[src/sv/lsfw_pkg.sv]
package lsfw_pkg;

   // register indexes on the configuration port (byte address 4*index)
   localparam logic [2:0] REG_WIDE_WORDS   = 3'd0;
   localparam logic [2:0] REG_CS_LEAD      = 3'd1;
   localparam logic [2:0] REG_CS_SETUP     = 3'd2;
   localparam logic [2:0] REG_BIT_SETUP    = 3'd3;
   localparam logic [2:0] REG_BIT_CLOCK    = 3'd4;
   localparam logic [2:0] REG_CS_HOLD      = 3'd5;

   // reset values of the timing registers
   localparam logic [15:0] RST_CS_LEAD   = 16'd41;
   localparam logic [15:0] RST_CS_SETUP  = 16'd31;
   localparam logic [15:0] RST_BIT_SETUP = 16'd26;
   localparam logic [15:0] RST_BIT_CLOCK = 16'd51;
   localparam logic [15:0] RST_CS_HOLD   = 16'd21;

   // frame headers
   localparam logic [2:0] HDR_CMD  = 3'b100;
   localparam logic [2:0] HDR_DATA = 3'b101;

   // input operation codes
   localparam logic OP_CMD  = 1'b0;
   localparam logic OP_DATA = 1'b1;

   // bit counts of the fixed frame parts
   localparam int HDR_BITS = 3;
   localparam int CMD_BITS = 12;   // header, command byte, trailing zero
   localparam int NARROW_BITS = 8;
   localparam int WIDE_BITS = 16;

endpackage

[src/sv/lsfw_if.sv]
interface lsfw_req_if;
   logic        valid;
   logic        ready;
   logic        op;
   logic [15:0] value;
   logic [6:0]  start_address;
   logic        first;
   logic        last;

   modport source (output valid, op, value, start_address, first, last, input ready);
   modport sink   (input valid, op, value, start_address, first, last, output ready);
endinterface

interface lsfw_rsp_if;
   logic        valid;
   logic        ready;
   logic        cs_active;
   logic        wr_active;
   logic        data_level;
   logic [15:0] hold_cycles;
   logic        last_res;

   modport source (output valid, cs_active, wr_active, data_level, hold_cycles, last_res,
                   input ready);
   modport sink   (input valid, cs_active, wr_active, data_level, hold_cycles, last_res,
                   output ready);
endinterface

[src/sv/led_driver_serial_frame_writer.sv]
// channel   direction  payload
// req       in         op, value[15:0], start_address[6:0], first, last
// rsp       out        cs_active, wr_active, data_level, hold_cycles[15:0], last_res
// csr       apb        six registers at byte address 4*index, 32-bit data
//
// one item is taken, then its segments leave at one per cycle while rsp is ready:
// 2*n bit segments (n = 8..3+ADDR_BITS+16 from the serial shift register) plus up
// to five framing segments; the next item is taken only once the phase is idle again.
// a stall on rsp holds the current segment; reset closes any open frame and
// restores the register reset values

module led_driver_serial_frame_writer #(
   parameter int ADDR_BITS = 7
) (
   input  logic               clock,
   input  logic               reset,
   lsfw_req_if.sink           req,
   lsfw_rsp_if.source         rsp,
   input  logic               csr_psel,
   input  logic               csr_penable,
   input  logic               csr_pwrite,
   input  logic [4:0]         csr_paddr,
   input  logic [31:0]        csr_pwdata,
   output logic [31:0]        csr_prdata,
   output logic               csr_pready
);

   localparam int SH_W  = lsfw_pkg::HDR_BITS + ADDR_BITS + lsfw_pkg::WIDE_BITS;
   localparam int CNT_W = $clog2(SH_W + 1);

   // segment phases
   localparam logic [2:0] P_IDLE      = 3'd0;
   localparam logic [2:0] P_CLOSE_PRE = 3'd1;
   localparam logic [2:0] P_LEAD      = 3'd2;
   localparam logic [2:0] P_ASSERT    = 3'd3;
   localparam logic [2:0] P_BIT_ON    = 3'd4;
   localparam logic [2:0] P_BIT_OFF   = 3'd5;
   localparam logic [2:0] P_CLOSE     = 3'd6;
   localparam logic [2:0] P_RELEASE   = 3'd7;

   logic        wide_ff;
   logic [15:0] lead_ff, setup_ff, bset_ff, bclk_ff, hold_ff;
   logic [2:0]  phase_ff, phase_in;
   logic        frame_open_ff, frame_open_in;
   logic        do_open_ff, do_open_in;
   logic        post_ff, post_in;
   logic [SH_W-1:0]  sh_ff, sh_in;
   logic [CNT_W-1:0] cnt_ff, cnt_in;

   logic        req_fire, rsp_fire, csr_write;
   logic        pre_close, do_open, post_close;
   logic [ADDR_BITS+22:0]  addr_ext;
   logic [ADDR_BITS-1:0]   addr_bits;

   // configuration port
   assign csr_pready = 1'b1;
   assign csr_write  = csr_psel && csr_penable && csr_pwrite;

   always_ff @(posedge clock) begin
      if (reset) begin
         wide_ff  <= 1'b0;
         lead_ff  <= lsfw_pkg::RST_CS_LEAD;
         setup_ff <= lsfw_pkg::RST_CS_SETUP;
         bset_ff  <= lsfw_pkg::RST_BIT_SETUP;
         bclk_ff  <= lsfw_pkg::RST_BIT_CLOCK;
         hold_ff  <= lsfw_pkg::RST_CS_HOLD;
      end else if (csr_write && csr_paddr[1:0] == 2'b00) begin
         case (csr_paddr[4:2])
            lsfw_pkg::REG_WIDE_WORDS: wide_ff  <= csr_pwdata[0];
            lsfw_pkg::REG_CS_LEAD:    lead_ff  <= csr_pwdata[15:0];
            lsfw_pkg::REG_CS_SETUP:   setup_ff <= csr_pwdata[15:0];
            lsfw_pkg::REG_BIT_SETUP:  bset_ff  <= csr_pwdata[15:0];
            lsfw_pkg::REG_BIT_CLOCK:  bclk_ff  <= csr_pwdata[15:0];
            lsfw_pkg::REG_CS_HOLD:    hold_ff  <= csr_pwdata[15:0];
            default: ;
         endcase
      end
   end

   // register read-back
   always_comb begin
      csr_prdata = 32'd0;
      if (csr_paddr[1:0] == 2'b00) begin
         case (csr_paddr[4:2])
            lsfw_pkg::REG_WIDE_WORDS: csr_prdata = {31'd0, wide_ff};
            lsfw_pkg::REG_CS_LEAD:    csr_prdata = {16'd0, lead_ff};
            lsfw_pkg::REG_CS_SETUP:   csr_prdata = {16'd0, setup_ff};
            lsfw_pkg::REG_BIT_SETUP:  csr_prdata = {16'd0, bset_ff};
            lsfw_pkg::REG_BIT_CLOCK:  csr_prdata = {16'd0, bclk_ff};
            lsfw_pkg::REG_CS_HOLD:    csr_prdata = {16'd0, hold_ff};
            default:                  csr_prdata = 32'd0;
         endcase
      end
   end

   // handshakes
   assign req.ready = (phase_ff == P_IDLE);
   assign req_fire  = req.valid && req.ready;
   assign rsp_fire  = rsp.valid && rsp.ready;

   // item decode
   assign addr_ext   = {{(ADDR_BITS + 16){1'b0}}, req.start_address};
   assign addr_bits  = addr_ext[ADDR_BITS-1:0];
   assign pre_close  = frame_open_ff && (req.op == lsfw_pkg::OP_CMD || req.first);
   assign do_open    = (req.op == lsfw_pkg::OP_CMD) || !frame_open_ff || req.first;
   assign post_close = (req.op == lsfw_pkg::OP_CMD) || req.last;

   // sequencer and bit shifter
   always_comb begin
      phase_in      = phase_ff;
      frame_open_in = frame_open_ff;
      do_open_in    = do_open_ff;
      post_in       = post_ff;
      sh_in         = sh_ff;
      cnt_in        = cnt_ff;
      if (req_fire) begin
         do_open_in    = do_open;
         post_in       = post_close;
         frame_open_in = (req.op == lsfw_pkg::OP_DATA) && !req.last;
         if (pre_close)    phase_in = P_CLOSE_PRE;
         else if (do_open) phase_in = P_LEAD;
         else              phase_in = P_BIT_ON;
         // load the bits left-aligned, count in cnt
         if (req.op == lsfw_pkg::OP_CMD) begin
            sh_in  = {lsfw_pkg::HDR_CMD, req.value[7:0], 1'b0, {(SH_W - 12){1'b0}}};
            cnt_in = CNT_W'(lsfw_pkg::CMD_BITS);
         end else if (do_open && wide_ff) begin
            sh_in  = {lsfw_pkg::HDR_DATA, addr_bits, req.value};
            cnt_in = CNT_W'(SH_W);
         end else if (do_open) begin
            sh_in  = {lsfw_pkg::HDR_DATA, addr_bits, req.value[7:0], 8'd0};
            cnt_in = CNT_W'(SH_W - 8);
         end else if (wide_ff) begin
            sh_in  = {req.value, {(SH_W - 16){1'b0}}};
            cnt_in = CNT_W'(lsfw_pkg::WIDE_BITS);
         end else begin
            sh_in  = {req.value[7:0], {(SH_W - 8){1'b0}}};
            cnt_in = CNT_W'(lsfw_pkg::NARROW_BITS);
         end
      end else if (rsp_fire) begin
         case (phase_ff)
            P_CLOSE_PRE: phase_in = do_open_ff ? P_LEAD : P_BIT_ON;
            P_LEAD:      phase_in = P_ASSERT;
            P_ASSERT:    phase_in = P_BIT_ON;
            P_BIT_ON:    phase_in = P_BIT_OFF;
            P_BIT_OFF: begin
               if (cnt_ff == CNT_W'(1)) begin
                  phase_in = post_ff ? P_CLOSE : P_IDLE;
               end else begin
                  phase_in = P_BIT_ON;
                  sh_in    = {sh_ff[SH_W-2:0], 1'b0};
                  cnt_in   = cnt_ff - CNT_W'(1);
               end
            end
            P_CLOSE:     phase_in = P_RELEASE;
            P_RELEASE:   phase_in = P_IDLE;
            default:     phase_in = P_IDLE;
         endcase
      end
   end

   always_ff @(posedge clock) begin
      if (reset) begin
         phase_ff      <= P_IDLE;
         frame_open_ff <= 1'b0;
      end else begin
         phase_ff      <= phase_in;
         frame_open_ff <= frame_open_in;
      end
   end

   always_ff @(posedge clock) begin
      do_open_ff <= do_open_in;
      post_ff    <= post_in;
      sh_ff      <= sh_in;
      cnt_ff     <= cnt_in;
   end

   // segment payload from the current phase
   assign rsp.valid = (phase_ff != P_IDLE);

   always_comb begin
      rsp.cs_active   = 1'b0;
      rsp.wr_active   = 1'b0;
      rsp.data_level  = 1'b0;
      rsp.hold_cycles = 16'd0;
      rsp.last_res    = 1'b0;
      case (phase_ff)
         P_CLOSE_PRE, P_CLOSE: begin
            rsp.cs_active   = 1'b1;
            rsp.hold_cycles = hold_ff;
         end
         P_LEAD:   rsp.hold_cycles = lead_ff;
         P_ASSERT: begin
            rsp.cs_active   = 1'b1;
            rsp.hold_cycles = setup_ff;
         end
         P_BIT_ON: begin
            rsp.cs_active   = 1'b1;
            rsp.wr_active   = 1'b1;
            rsp.data_level  = sh_ff[SH_W-1];
            rsp.hold_cycles = bset_ff;
         end
         P_BIT_OFF: begin
            rsp.cs_active   = 1'b1;
            rsp.data_level  = sh_ff[SH_W-1];
            rsp.hold_cycles = bclk_ff;
            rsp.last_res    = (cnt_ff == CNT_W'(1)) && !post_ff;
         end
         P_RELEASE: rsp.last_res = 1'b1;
         default: ;
      endcase
   end

endmodule
[src/flat_wrapper.sv]
// flat-port wrapper written by rule: the top's interface ports become plain ports
module led_driver_serial_frame_writer_flat 
#(
   parameter int ADDR_BITS = 7
)
  (clock, reset, csr_psel, csr_penable, csr_pwrite, csr_paddr, csr_pwdata, csr_prdata, csr_pready, req_valid, req_op, req_value, req_start_address, req_first, req_last, req_ready, rsp_valid, rsp_cs_active, rsp_wr_active, rsp_data_level, rsp_hold_cycles, rsp_last_res, rsp_ready);
  lsfw_req_if req_i ();
  lsfw_rsp_if rsp_i ();
  input  logic clock;
  input  logic reset;
  input  logic csr_psel;
  input  logic csr_penable;
  input  logic csr_pwrite;
  input  logic [4:0] csr_paddr;
  input  logic [31:0] csr_pwdata;
  output logic [31:0] csr_prdata;
  output logic csr_pready;
  input wire logic [$bits(req_i.valid)-1:0] req_valid;
  input wire logic [$bits(req_i.op)-1:0] req_op;
  input wire logic [$bits(req_i.value)-1:0] req_value;
  input wire logic [$bits(req_i.start_address)-1:0] req_start_address;
  input wire logic [$bits(req_i.first)-1:0] req_first;
  input wire logic [$bits(req_i.last)-1:0] req_last;
  output wire logic [$bits(req_i.ready)-1:0] req_ready;
  output wire logic [$bits(rsp_i.valid)-1:0] rsp_valid;
  output wire logic [$bits(rsp_i.cs_active)-1:0] rsp_cs_active;
  output wire logic [$bits(rsp_i.wr_active)-1:0] rsp_wr_active;
  output wire logic [$bits(rsp_i.data_level)-1:0] rsp_data_level;
  output wire logic [$bits(rsp_i.hold_cycles)-1:0] rsp_hold_cycles;
  output wire logic [$bits(rsp_i.last_res)-1:0] rsp_last_res;
  input wire logic [$bits(rsp_i.ready)-1:0] rsp_ready;
  assign req_i.valid = req_valid;
  assign req_i.op = req_op;
  assign req_i.value = req_value;
  assign req_i.start_address = req_start_address;
  assign req_i.first = req_first;
  assign req_i.last = req_last;
  assign req_ready = req_i.ready;
  assign rsp_valid = rsp_i.valid;
  assign rsp_cs_active = rsp_i.cs_active;
  assign rsp_wr_active = rsp_i.wr_active;
  assign rsp_data_level = rsp_i.data_level;
  assign rsp_hold_cycles = rsp_i.hold_cycles;
  assign rsp_last_res = rsp_i.last_res;
  assign rsp_i.ready = rsp_ready;
  led_driver_serial_frame_writer #(.ADDR_BITS(ADDR_BITS)) u_core (.clock(clock), .reset(reset), .req(req_i), .rsp(rsp_i), .csr_psel(csr_psel), .csr_penable(csr_penable), .csr_pwrite(csr_pwrite), .csr_paddr(csr_paddr), .csr_pwdata(csr_pwdata), .csr_prdata(csr_prdata), .csr_pready(csr_pready));
endmodule
[config.mk]
export PLATFORM = sky130hd
export DESIGN_NAME = led_driver_serial_frame_writer_flat
export DESIGN_NICKNAME = d
export VERILOG_FILES = /design/src/sv/lsfw_pkg.sv /design/src/sv/lsfw_if.sv /design/src/sv/led_driver_serial_frame_writer.sv /design/src/flat_wrapper.sv
export SDC_FILE = /design/constraint.sdc
export NUM_CORES = 1
export LEC_CHECK = 0
export BUFFER_PORTS_ARGS = -buffer_cell sky130_fd_sc_hd__buf_2
export CAP_MARGIN = 5
export CORE_MARGIN = 5
export CORE_UTILIZATION = 56
export CTS_CLUSTER_SIZE = 28
export DETAILED_ROUTE_END_ITERATION = 8
export PLACE_DENSITY = 0.81
export SYNTH_ARGS = -nofsm -noshare
export SYNTH_HDL_FRONTEND = slang
export SYNTH_SLANG_ARGS = --single-unit
[constraint.sdc]
create_clock -name clock -period 4.85 [get_ports clock]
set_input_delay 0.485 -clock clock [delete_from_list [all_inputs] [get_ports clock]]
set_output_delay 0.485 -clock clock [all_outputs]
set_load 0.05 [all_outputs]
==> results.py, run 1 <==
metrics = {
    "run_status": {
        "status": "finished, final reports clean",
    },
    "grt": {
        "grt_max_degree": 52,
        "grt_pass1_vias": 5973,
        "grt-ovfl-total": 0,
        "grt_pass1_wl_mm": 29.8,
        "antenna_found_initial": 0,
        "grtUsageTotal_pct": 28.0,
    },
    "setup_path": {
        "rr_endpoint": "u_core.sh_ff[16]",
        "crit_end": "rsp_hold_cycles[0]",
        "end_kind": "primary output",
        "cp-startpoint": "u_core.phase_ff[1]",
        "arrival_ns": 2.79,
        "required_ns": 4.37,
        "start_kind": "flip-flop",
        "r2r_slack_ns": 2.28,
        "critPathKind": "reg2out",
        "r2r_start": "u_core.frame_open_ff",
        "path_max_fanout": 25,
        "reg2regPathDepth": 7,
    },
    "finish": {
        "layout.nets": 908,
        "multi_input_area_um2": 3320,
        "ff_latch_area_um2": 2690,
        "fillCellCount": 911,
        "diodes": 0,
        "area_growth_syn_to_layout_pct": 14.2,
        "layout-drive-gt1-share_pct": 17.9,
    },
    "route": {
        "viasPerCell": 6.39,
        "drtAntennaViolNets": 0,
        "wl_per_cell_um": 19.3,
        "via_count": 6304,
        "drtIter0Drc": 899,
        "drc": 0,
        "firstDrtPassIters": 7,
        "drt_wl_total_mm": 19.0,
    },
    "power_and_ir_drop": {
        "power_density_nw_per_um2": 361,
        "irDropWorstVdd_uv": 251,
        "p_leak_nw": 2.72,
    },
    "yosys": {
        "ys_seq_area_share_pct": 42.1,
        "synth_top_cell_by_area": "dfxtp_1",
        "netlist_area_um2": 6390,
        "synth_seq_cells": 118,
        "synth_top_area_share_pct": 26.6,
        "synthArstFlopShare_pct": 0,
        "synth-edff-count": 33,
        "synth_most_common_cell": "nand2_1",
        "ys.warnings.count": 0,
        "avgSynthCellArea_um2": 8.19,
        "ys_types": 55,
        "ys.flop_type": "dfxtp_1",
        "synth_area_leaders": "dfxtp_1 27%, edfxtp_1 16%, a21oi_1 11%, nand2_1 8.9%, mux2i_1 5.0%",
        "yosys-top-cells-count": "152 x nand2_1, 135 x a21oi_1, 85 x dfxtp_1",
        "syn_inst": 780,
    },
    "timing": {
        "layout_worst_path_cycle_share_pct": 67.6,
        "slew_violations": 0,
        "tightest_slew_ns": 0.986,
        "rsz0062_at_grt": "no",
        "hold_viol": 0,
        "clock.fmax_mhz": 305,
        "setup_viol": 0,
        "setup_ws_ns": 1.57,
        "slew_headroom_pct": 33.8,
        "fin_tns_setup_ns": 0,
        "min_period_ns": 3.28,
        "skew_ns": 0.00513,
    },
    "clocking": {
        "cts.sinks": 118,
        "root_buffer": "clkbuf_16",
        "cts_buffer_depth": 2,
        "numCtsBuffers": 17,
        "clk_pin_slew_worst_paths_ns": 0.05,
        "cts_max_level": 4,
        "cts_setup_buffers": 0,
        "cts_tree": "built",
        "cts_hold_buf": 0,
        "ctsResizeCount": 0,
        "insertion_delay_ns": 0.41,
    },
    "placed_design": {
        "io_buffers": 91,
        "hpwl_mm": 11.9,
        "post-place-ws_ns": 1.81,
        "gp_congestion": 0.888,
    },
    "job": {
        "cap_viol_max_count": 0,
    },
    "die": {
        "die_y_um": 117,
        "initial_core_util_pct": 56.4,
        "coreArea_um2": 11300,
        "dieWidth_um": 117,
        "io_pins": 125,
        "die-area_um2": 13600,
        "rows": 39,
    },
    "hold_path": {
        "hold_class": "in2reg",
    },
}
## cell families after synthesis
logic type | count (synthesis) | synth area share, %
mux | 41 | 6.78
buf+inv | 97 | 7.32
fa+ha+maj | 6 | 1.17
other cells | 2 | 0.118
xor+xnor | 3 | 0.411
flops | 118 | 42.1
compound gates | 234 | 22.3
simple gates | 279 | 19.8
## per-layer routing
metal / vias to the layer above / track usage (%) / share of wire (%)
li1: 2856 / - / -
met1: 2973 / 37.1 / 39
met2: 431 / 44.1 / 48
met3: 44 / 7.20 / 11
met4: 0 / 10.9 / 1.9
met5: - / 0 / 0
## per-stage QoR
| step | std cells | hold slack, ns | area (um^2) | utilization (%) | total power [mW] |
|---|---|---|---|---|---|
| after floorplan | 795 | 0.445 | 6450 | - | 1.43 |
| after global placement | 956 | 0.452 | 6780 | 59.9 | 1.53 |
| after detailed placement | 956 | 0.463 | 6780 | 59.9 | 1.54 |
| after CTS | 987 | 0.317 | 7290 | 64.4 | 2.63 |
| after global routing | 987 | 0.338 | 7290 | 64.4 | 2.73 |
| final | 987 | 0.324 | 7290 | 64.4 | 2.63 |
## where the power goes
group	switching (mW)	leakage [nW]	internal, mW
Clock	0.434	0.261	0.671
Sequential	0.0249	1.00	1.07
Combinational	0.313	1.46	0.118
Total	0.772	2.72	1.86
## worst min-delay path by stage
stage,start,cells past startpoint,to,slack (ns)
after global routing,csr_pwdata[4],3,u_core.lead_ff[4],0.34
final,csr_pwdata[4],3,u_core.lead_ff[4],0.32
after detailed placement,u_core.bclk_ff[13],2,u_core.bclk_ff[13],0.46
after global placement,u_core.bclk_ff[3],2,u_core.bclk_ff[3],0.45
after floorplan,u_core.bclk_ff[11],2,u_core.bclk_ff[11],0.45
after CTS,csr_pwdata[4],3,u_core.lead_ff[4],0.32
## critical path, cell delays in order, from the launching register on
cell       delay [ns]
dfxtp_1          0.92
nand2_1          0.15
o21ai_1          0.81
o2bb2ai_1        0.20
buf_2            0.29
## flip-flops by register name, indices dropped and copies added, names as in the netlist, 3 cells and up
signal and count:
u_core.bclk_ff 16, u_core.bset_ff 16, u_core.cnt_ff 5, u_core.hold_ff 16, u_core.lead_ff 16, u_core.phase_ff 3, u_core.setup_ff 16, u_core.sh_ff 26
## cells in the final DEF (no fill, tap or decap), types with 6 or more instances in the layout
cell type / n
clkbuf_16: 17
dfxtp_1: 85
conb_1: 17
mux2_2: 8
nand3b_1: 8
ha_1: 6
nand3_1: 15
edfxtp_1: 33
a221oi_1: 25
and3_1: 13
a21oi_1: 135
buf_4: 12
nand2_1: 152
nor3_1: 24
mux2i_1: 32
o21ai_1: 7
inv_1: 11
a22o_1: 9
o2bb2ai_1: 9
o21ai_0: 14
buf_2: 91
nor2_1: 41
a22oi_1: 14
## layout make-up
type / instances / area share, %
clock inverter: 9 / 0.703
timing repair buffer: 103 / 7.48
tap: 143 / 2.45
inverter: 12 / 0.617
clock buffer: 22 / 6.36
multi-input combinational: 580 / 45.5
sequential: 118 / 36.9
Note: power is estimated with default switching activity, not from simulation.
==> run 2: changes to the inputs <==
clock period = 3.2 ns   (was 4.85 ns; I/O delays follow)
==> results.py, run 2 (synthesis gave the netlist of run 1 again) <==
metrics = {
    "timing": {
        "slew_violations": 0,
        "min_period_ns": 2.89,
        "skew_ns": 0.00498,
        "setup_viol": 0,
        "tightest_slew_ns": 0.989,
        "fin_tns_setup_ns": 0,
        "hold_viol": 0,
        "layout_worst_path_cycle_share_pct": 90.2,
        "holdWs_ns": 0.160,
        "clock.fmax_mhz": 347,
        "slew_headroom_pct": 34.1,
        "rsz0062_at_grt": "no",
    },
    "clocking": {
        "insertion_delay_ns": 0.41,
        "numCtsBuffers": 17,
        "cts_setup_buffers": 0,
        "root_buffer": "clkbuf_16",
        "cts_hold_buf": 0,
        "ctsResizeCount": 0,
        "clk_pin_slew_worst_paths_ns": 0.06,
        "cts.sinks": 118,
        "cts_buffer_depth": 2,
        "cts_tree": "built",
        "cts_max_level": 4,
    },
    "power_and_ir_drop": {
        "p_leak_nw": 2.85,
        "power_density_nw_per_um2": 558,
        "switchingPower_mw": 1.17,
        "seq_power_share_pct": 39.7,
        "p_sw_share_pct": 28.0,
        "irDropWorstVdd_uv": 377,
        "pwr-share-comb_pct": 15.8,
        "internal_power_mw": 3.02,
        "p_clk_share_pct": 44.5,
    },
    "setup_path": {
        "cp_top_family": "flip-flops",
        "end_kind": "primary output",
        "critPathBufInv": 2,
        "worst-path-stages": 5,
        "critPathKind": "reg2out",
        "path_cells": "nor2_1, buf_4, a221oi_1, o2bb2ai_1, buf_2",
        "reg2regPathDepth": 5,
        "max_stage_delay_ns": 0.92,
        "r2r_start": "u_core.phase_ff[2]",
        "cp-startpoint": "u_core.phase_ff[1]",
        "crit_end": "rsp_hold_cycles[4]",
        "rr_endpoint": "u_core.sh_ff[3]",
        "arrival_ns": 2.57,
        "required_ns": 2.88,
        "start_kind": "flip-flop",
        "r2r_slack_ns": 0.76,
        "crit_path_top_delay_cell": "dfxtp_1",
        "path_max_fanout": 25,
    },
    "finish": {
        "layout-drive-gt1-share_pct": 19.7,
        "layout.nets": 926,
        "diodes": 0,
        "fin_area_um2": 7510,
        "fin_util_pct": 66.3,
        "area_growth_syn_to_layout_pct": 17.5,
        "largest_reg_flops": 26,
        "mostFrequentLayoutCells": "152 x nand2_1, 135 x a21oi_1, 91 x buf_2, 85 x dfxtp_1, 41 x nor2_1",
        "fillCellCount": 906,
        "final_cells": 1006,
        "top_register": "u_core.sh_ff",
        "layout_commonest_cell": "nand2_1",
    },
    "die": {
        "die_y_um": 117,
        "initial_core_util_pct": 56.4,
        "rows": 39,
        "dieWidth_um": 117,
        "coreArea_um2": 11300,
        "die-area_um2": 13600,
        "io_pins": 125,
    },
    "placed_design": {
        "place_inst": 974,
        "io_buffers": 91,
        "placed_area_um2": 6910,
        "gp_congestion": 0.897,
        "hpwl_mm": 12.8,
    },
    "grt": {
        "grt_pass1_wl_mm": 30.3,
        "grt-ovfl-total": 0,
        "antenna_found_initial": 0,
        "grt_max_degree": 38,
        "grt_pass1_vias": 6174,
        "grtUsageTotal_pct": 28.5,
    },
    "run_status": {
        "status": "finished, final reports clean",
    },
    "route": {
        "drtIter0Drc": 837,
        "via_count": 6477,
        "drc": 0,
        "drt_wl_total_mm": 19.5,
        "wl_per_cell_um": 19.4,
        "viasPerCell": 6.44,
        "drtAntennaViolNets": 0,
        "firstDrtPassIters": 6,
    },
    "job": {
        "cap_viol_max_count": 0,
    },
    "hold_path": {
        "hold_class": "in2reg",
    },
}
-- run 2: per-stage QoR --
stage,worst slack [ns],total power [mW]
global route,0.205,4.32
global placement,0.899,2.32
CTS,0.379,4.19
finish,0.314,4.19
floorplan,0.163,2.17
detailed placement,0.770,2.34
-- run 2: worst min-delay path: cells and delay by family --
family | cells | cell delay, ns
AOI/OAI and AO/OA | 1 | 0.05
buffers and inverters | 1 | 0.10
and+or+nand+nor | 1 | 0.05
-- run 2: final cells by class --
class / instances / area (um^2) / area share, %
Multi-Input combinational cell: 580 / 3320 / 44.2
Sequential cell: 118 / 2690 / 35.9
Timing Repair Buffer: 121 / 681 / 9.06
Clock buffer: 27 / 567 / 7.55
Tap cell: 143 / 179 / 2.38
Inverter: 12 / 45.0 / 0.600
Clock inverter: 5 / 28.8 / 0.383
-- run 2: power by group through the flow --
stage	combinational [mW]	sequential [mW]	clock, mW
2_1_floorplan	0.497	1.68	0
3_3_place_gp	0.631	1.69	0
3_5_place_dp	0.646	1.69	0
4_1_cts	0.651	1.66	1.88
5_1_grt	0.702	1.67	1.95
6_report	0.662	1.66	1.87
-- run 2: how the worst min path moves through the flow --
stage | start | endpoint | slack, ns | cells after the start
floorplan | u_core.bclk_ff[11] | u_core.bclk_ff[11] | 0.45 | 2
CTS | csr_pwdata[4] | u_core.lead_ff[4] | 0.15 | 3
global route | csr_pwdata[4] | u_core.lead_ff[4] | 0.17 | 3
detailed placement | u_core.bclk_ff[14] | u_core.bclk_ff[14] | 0.46 | 2
global placement | u_core.bclk_ff[9] | u_core.bclk_ff[9] | 0.45 | 2
finish | csr_pwdata[4] | u_core.lead_ff[4] | 0.16 | 3
-- run 2: layer usage --
metal  vias up  share of wire, %  global-route usage, %
li1       2901                 -                      -
met1      3013                38                   37.1
met2       470                46                   44.9
met3        93                12                   6.43
met4         0               3.6                   13.7
met5         -                 0                      0
